**config.mk**
```make
export PLATFORM = sky130hd
export DESIGN_NAME = spi_slave_frame_exchange_unit
export DESIGN_NICKNAME = d
export VERILOG_FILES = /design/src/rtl/core/ssfe_pkg.sv /design/src/rtl/core/spi_slave_frame_exchange_unit.sv
export SDC_FILE = /design/constraint.sdc
export NUM_CORES = 1
export LEC_CHECK = 0
export BUFFER_PORTS_ARGS = -buffer_cell sky130_fd_sc_hd__buf_2
export CAP_MARGIN = 20
export CORE_MARGIN = 2
export CORE_UTILIZATION = 58
export DETAILED_ROUTE_END_ITERATION = 12
export PLACE_DENSITY = 0.9
export SLEW_MARGIN = 25
export SYNTH_ARGS = -nofsm -noshare
export SYNTH_HDL_FRONTEND = slang
export SYNTH_SLANG_ARGS = --single-unit
```
**constraint.sdc**
```tcl
create_clock -name clk -period 18.95 [get_ports clk]
set_input_delay 1.895 -clock clk [delete_from_list [all_inputs] [get_ports clk]]
set_output_delay 1.895 -clock clk [all_outputs]
set_load 0.01 [all_outputs]
```
**src/rtl/core/ssfe_pkg.sv**
```systemverilog
package ssfe_pkg;

  localparam int unsigned MAX_BYTES = 8;

  localparam logic [1:0] OP_EXCHANGE = 2'd0;
  localparam logic [1:0] OP_LOAD     = 2'd1;
  localparam logic [1:0] OP_POLL     = 2'd2;

  typedef struct packed {
    logic [1:0]  operation;
    logic [7:0]  rx_byte;
    logic [63:0] response_word;
  } ssfe_in_t;

  typedef struct packed {
    logic [7:0]  tx_byte;
    logic        frame_valid;
    logic [63:0] frame_data;
    logic        response_pending;
  } ssfe_out_t;

endpackage

```
**src/rtl/core/spi_slave_frame_exchange_unit.sv**
```systemverilog
// Channel  Direction  Handshake           Beat
// in_      input      in_valid/in_ready   ssfe_in_t (operation, rx_byte, response_word)
// out_     output     out_valid/out_ready ssfe_out_t (tx_byte, frame_valid, frame_data,
//                                          response_pending)
//
// State is updated and the result is registered into out_, or into the buffer entry while
// out_ is stalled, when a beat is accepted. Rate is one beat per cycle while the buffer has
// room, set by the single state update path in front of the result register; a two-entry
// output buffer keeps in_ready high while one result waits.
// Reset is synchronous on rst_n and clears all frame state and both output entries.
module spi_slave_frame_exchange_unit #(
  parameter int unsigned FRAME_BYTES = 8
) (
  input  logic                clk,
  input  logic                rst_n,
  input  logic                in_valid,
  output logic                in_ready,
  input  ssfe_pkg::ssfe_in_t  in_data,
  output logic                out_valid,
  input  logic                out_ready,
  output ssfe_pkg::ssfe_out_t out_data
);
  import ssfe_pkg::*;

  localparam int unsigned CNT_W = $clog2(FRAME_BYTES + 1);
  localparam int unsigned POS_W = $clog2(FRAME_BYTES);
  localparam int unsigned RSP_IDX_W = $clog2(MAX_BYTES);

  logic [7:0]       req_bytes_r [FRAME_BYTES];
  logic [7:0]       req_bytes_nxt [FRAME_BYTES];
  logic [CNT_W-1:0] req_cnt_r, req_cnt_nxt;
  logic             collecting_r, collecting_nxt;
  logic [7:0]       rsp_bytes_r [MAX_BYTES];
  logic [7:0]       rsp_bytes_nxt [MAX_BYTES];
  logic [POS_W-1:0] rsp_pos_r, rsp_pos_nxt;

  ssfe_out_t out_r, skid_r, res;
  logic      out_valid_r, skid_valid_r;
  logic      push, pop;

  assign in_ready  = !skid_valid_r;
  assign out_valid = out_valid_r;
  assign out_data  = out_r;
  assign push      = in_valid && in_ready;
  assign pop       = out_valid_r && out_ready;

  always_comb begin
    logic [CNT_W-1:0] cnt_tmp;
    logic             coll_tmp;
    req_bytes_nxt  = req_bytes_r;
    rsp_bytes_nxt  = rsp_bytes_r;
    req_cnt_nxt    = req_cnt_r;
    collecting_nxt = collecting_r;
    rsp_pos_nxt    = rsp_pos_r;
    res            = '0;
    cnt_tmp        = req_cnt_r;
    coll_tmp       = collecting_r;
    case (in_data.operation)
      OP_EXCHANGE: begin
        if (rsp_bytes_r[0] != 8'd0) begin
          res.tx_byte = rsp_bytes_r[RSP_IDX_W'(rsp_pos_r)];
          if (rsp_pos_r == POS_W'(FRAME_BYTES - 1)) begin
            rsp_pos_nxt      = '0;
            cnt_tmp          = '0;
            rsp_bytes_nxt[0] = 8'd0;
          end else begin
            rsp_pos_nxt = rsp_pos_r + 1'b1;
          end
        end
        if (in_data.rx_byte != 8'd0) begin
          coll_tmp = 1'b1;
        end
        if (coll_tmp && (cnt_tmp < CNT_W'(FRAME_BYTES))) begin
          for (int i = 0; i < FRAME_BYTES; i++) begin
            if (cnt_tmp == CNT_W'(i)) begin
              req_bytes_nxt[i] = in_data.rx_byte;
            end
          end
          cnt_tmp = cnt_tmp + 1'b1;
        end
        if (cnt_tmp == CNT_W'(FRAME_BYTES)) begin
          coll_tmp = 1'b0;
        end
        req_cnt_nxt    = cnt_tmp;
        collecting_nxt = coll_tmp;
      end
      OP_LOAD: begin
        for (int i = 0; i < MAX_BYTES; i++) begin
          rsp_bytes_nxt[i] = in_data.response_word[8*i +: 8];
        end
      end
      OP_POLL: begin
        if ((rsp_bytes_r[0] == 8'd0) && (req_cnt_r == CNT_W'(FRAME_BYTES))) begin
          res.frame_valid = 1'b1;
          for (int i = 0; i < FRAME_BYTES; i++) begin
            res.frame_data[8*i +: 8] = req_bytes_r[i];
          end
        end
      end
      default: begin
      end
    endcase
    res.response_pending = (rsp_bytes_nxt[0] != 8'd0);
  end

  always_ff @(posedge clk) begin
    if (!rst_n) begin
      req_cnt_r    <= '0;
      collecting_r <= 1'b0;
      rsp_pos_r    <= '0;
      for (int i = 0; i < MAX_BYTES; i++) begin
        rsp_bytes_r[i] <= 8'd0;
      end
    end else if (push) begin
      req_cnt_r    <= req_cnt_nxt;
      collecting_r <= collecting_nxt;
      rsp_pos_r    <= rsp_pos_nxt;
      rsp_bytes_r  <= rsp_bytes_nxt;
    end
  end

  always_ff @(posedge clk) begin
    if (!rst_n) begin
      for (int i = 0; i < FRAME_BYTES; i++) begin
        req_bytes_r[i] <= 8'd0;
      end
    end else if (push) begin
      req_bytes_r <= req_bytes_nxt;
    end
  end

  always_ff @(posedge clk) begin
    if (!rst_n) begin
      out_valid_r  <= 1'b0;
      skid_valid_r <= 1'b0;
    end else if (!out_valid_r || pop) begin
      if (skid_valid_r) begin
        out_valid_r  <= 1'b1;
        skid_valid_r <= push;
      end else begin
        out_valid_r <= push;
      end
    end else if (push) begin
      skid_valid_r <= 1'b1;
    end
  end

  always_ff @(posedge clk) begin
    if (!out_valid_r || pop) begin
      if (skid_valid_r) begin
        out_r  <= skid_r;
        skid_r <= res;
      end else begin
        out_r <= res;
      end
    end else if (push) begin
      skid_r <= res;
    end
  end

`ifndef SYNTHESIS
  a_cnt_bound: assert property (@(posedge clk) disable iff (!rst_n)
    req_cnt_r <= CNT_W'(FRAME_BYTES))
    else $error("request count beyond frame length");

  a_collect_room: assert property (@(posedge clk) disable iff (!rst_n)
    collecting_r |-> (req_cnt_r < CNT_W'(FRAME_BYTES)))
    else $error("collecting with a full request");

  a_skid_order: assert property (@(posedge clk) disable iff (!rst_n)
    skid_valid_r |-> out_valid_r)
    else $error("buffered beat without an output beat");

  a_frame_excl: assert property (@(posedge clk) disable iff (!rst_n)
    (out_valid_r && out_r.frame_valid) |-> !out_r.response_pending)
    else $error("frame reported while a response is pending");

  a_push_lands: assert property (@(posedge clk) disable iff (!rst_n)
    (push && !out_valid_r) |=> out_valid_r)
    else $error("accepted beat did not reach the output");
`endif

endmodule

```
==> results.py <==
metrics = {
    "critical_path": {
        "critical_path_class": "reg2out",
        "cp-start-kind": "register",
        "rr_worst_depth": 4,
        "reg2reg_to": "skid_r[9]",
        "worstReg2RegStart": "skid_valid_r",
        "cp_max_fo": 67,
        "worstPathArrival_ns": 2.17,
        "required_ns": 17.06,
        "reg2reg_setup_slack_ns": 16.29,
        "end_kind": "output port",
    },
    "grt": {
        "grt_overflow": 0,
        "grt_max_degree": 109,
        "antenna_found_initial": 1,
        "grt_pass1_wl_microns": 37700,
        "grt_usage": 0.218,
        "first_global_vias": 7206,
    },
    "clocking": {
        "clock-sinks": 286,
        "h-tree-depth": 1,
        "cts_tree": "built",
        "cts_buffers": 28,
        "cts.clk_slew.worst_paths_ns": 0.06,
        "root_buffer": "clkbuf_16",
        "cts_resized": 0,
        "cts.hold.buffers_added": 0,
        "clockBufferDepth": 3,
        "clock_latency_ns": 0.54,
        "post-cts-setup-buffer-count": 0,
    },
    "floorplan": {
        "initial_core_util": 0.596,
        "die_height_microns": 146,
        "ioPinCount": 154,
        "rows": 51,
        "die_w_microns": 146,
        "die_area_sq_mm": 0.0213,
        "core_area_sq_mm": 0.0197,
    },
    "synthesis": {
        "syn-cell-area_sq_mm": 0.0117,
        "synthTopCellsByArea": "edfxtp_1 38%, dfxtp_1 24%, nand2_1 6.7%",
        "synth_commonest_cells": "209 x nand2_1, 148 x edfxtp_1, 138 x dfxtp_1",
        "synth-compound-area-share": 0.0651,
        "yosysUniqueCellTypes": 50,
        "synth_seq_area_share": 0.616,
        "async_flop_share": 0,
        "synth_edf_count": 148,
        "synth_ff_type": "edfxtp_1",
        "synthCells": 941,
        "synth_nets": 1021,
        "synth-simple-area-share": 0.139,
        "synth_top_area_frac": 0.380,
        "synth_most_common_cell": "nand2_1",
        "synth_xor_area_frac": 0,
        "synth_top_family_by_area": "multiplexers",
        "synth_mux_area_frac": 0.157,
        "synth_fa_ha_area_frac": 0.00214,
        "ys_ff_latch": 286,
        "synth_warnings": 0,
        "avgSynthCellArea_sq_um": 12.4,
        "synth_area_leader_cell": "edfxtp_1",
    },
    "min_path": {
        "whs_endpoint": "req_bytes_r[46]",
        "holdPathStages": 2,
        "min-delay-path-class": "reg2reg",
        "worstHoldStart": "req_bytes_r[46]",
    },
    "run_status": {
        "status": "finished, final reports clean",
    },
    "placed_design": {
        "dp_hpwl_microns": 14800,
        "port_buffers": 153,
        "globalplace.congestion": 0.834,
    },
    "pwr": {
        "peakVddDrop_mv": 0.0624,
        "p_per_area_mw_per_mm2": 97.8,
        "power_leakage_nw": 5.58,
    },
    "sta": {
        "fmax_mhz": 246,
        "relSlewSlack": 0.338,
        "clock-skew-final_ns": 0.0131,
        "rsz0062_at_grt": "no",
        "slew_violations": 0,
        "worst_slew_pin_slew_ns": 0.992,
        "period_minus_slack_ns": 4.07,
        "setup-violations-final": 0,
        "timing.final.crit_share": 0.215,
        "setup-tns-final_ns": 0,
        "hold_viol": 0,
    },
    "layout": {
        "area_delta_synth_final_pct": 17.3,
        "n_antenna_cell": 0,
        "final_nets": 1153,
        "fillers": 1342,
        "final_core_util": 0.698,
        "drive_above_1_share": 0.283,
    },
    "detailed_routing": {
        "wl_per_cell_microns": 17.1,
        "ant_nets": 0,
        "vias_per_cell": 5.46,
        "via_count": 7431,
        "routed_wl_microns": 23200,
        "drtIter0Drc": 420,
        "first_pass_iters": 6,
        "drc_errors": 0,
    },
    "run": {
        "max_cap_viol_count": 0,
    },
}
kinds of logic after synthesis:
kind of cell,after synthesis
and+or+nand+nor,333
adders and majority gates,2
DFF,286
buffers and inverters,61
AOI/OAI and AO/OA,103
muxes,156
critical path: stages (launching register included):
cell	delay (ns)
dfxtp_1	0.56
inv_2	0.11
buf_4	0.66
buf_2	0.26
per-layer routing:
metal	share of wire	track usage
met5	0.00056	0
met3	0.052	0.0344
met4	0.022	0.0660
met2	0.50	0.377
met1	0.43	0.286
worst max path at each step:
stage / from / end / cells after the start
final: skid_valid_r / in_ready / 3
after global routing: skid_valid_r / in_ready / 3
after CTS: skid_valid_r / in_ready / 3
after detailed placement: out_ready / skid_r[41] / 5
after global placement: out_ready / skid_r[42] / 4
after floorplan: out_ready / skid_r[0] / 2
registers in the layout (all words and copies together), names as in the netlist:
name          flops
skid_r           74
rsp_pos_r         3
out_valid         1
out_data         74
req_cnt_r         4
req_bytes_r      64
rsp_bytes_r      64
skid_valid_r      1
collecting_r      1
stage by stage:
stage	cell area, sq um	cells	hold slack (ns)	total power, W	worst slack (ns)
6_report	13700	1360	0.455	0.00134	14.88
3_3_place_gp	12700	1307	0.441	0.000751	14.80
4_1_cts	13700	1360	0.457	0.00135	14.87
3_5_place_dp	12700	1308	0.443	0.000754	15.02
5_1_grt	13700	1360	0.475	0.00138	14.73
2_1_floorplan	11700	941	0.430	0.000727	9.19
layout make-up:
cell class                      count  area, sq um  area share
Clock buffer                       37          817      0.0595
Clock inverter                     15          215      0.0157
Inverter                            2         7.51    0.000547
Multi-Input combinational cell    594         4300       0.313
Sequential cell                   286         7210       0.525
Tap cell                          265          332      0.0242
Timing Repair Buffer              161          848      0.0618
placed cells by master, fill, tap and decap left out, types with 4 or more instances in the layout:
master and instances:
and2_1 66, edfxtp_1 148, buf_2 152, nor4_1 4, clkbuf_8 4, clkbuf_16 30
a21boi_0 68, nor2b_1 5, nor2_1 18, mux2_2 65, buf_4 8, bufinv_16 5
dfxtp_1 138, mux4_2 16, clkinv_2 5, o31ai_1 8, o21ai_0 10, nor4_4 4
mux2i_1 75, nand2_1 209
where the power goes:
| part | total, W | switching [W] | internal, W |
|---|---|---|---|
| Sequential | 0.000675 | 0.00000712 | 0.000668 |
| Clock | 0.000601 | 0.000229 | 0.000372 |
| Combinational | 0.0000658 | 0.0000398 | 0.0000260 |
Power figures use the tool's default switching activity.
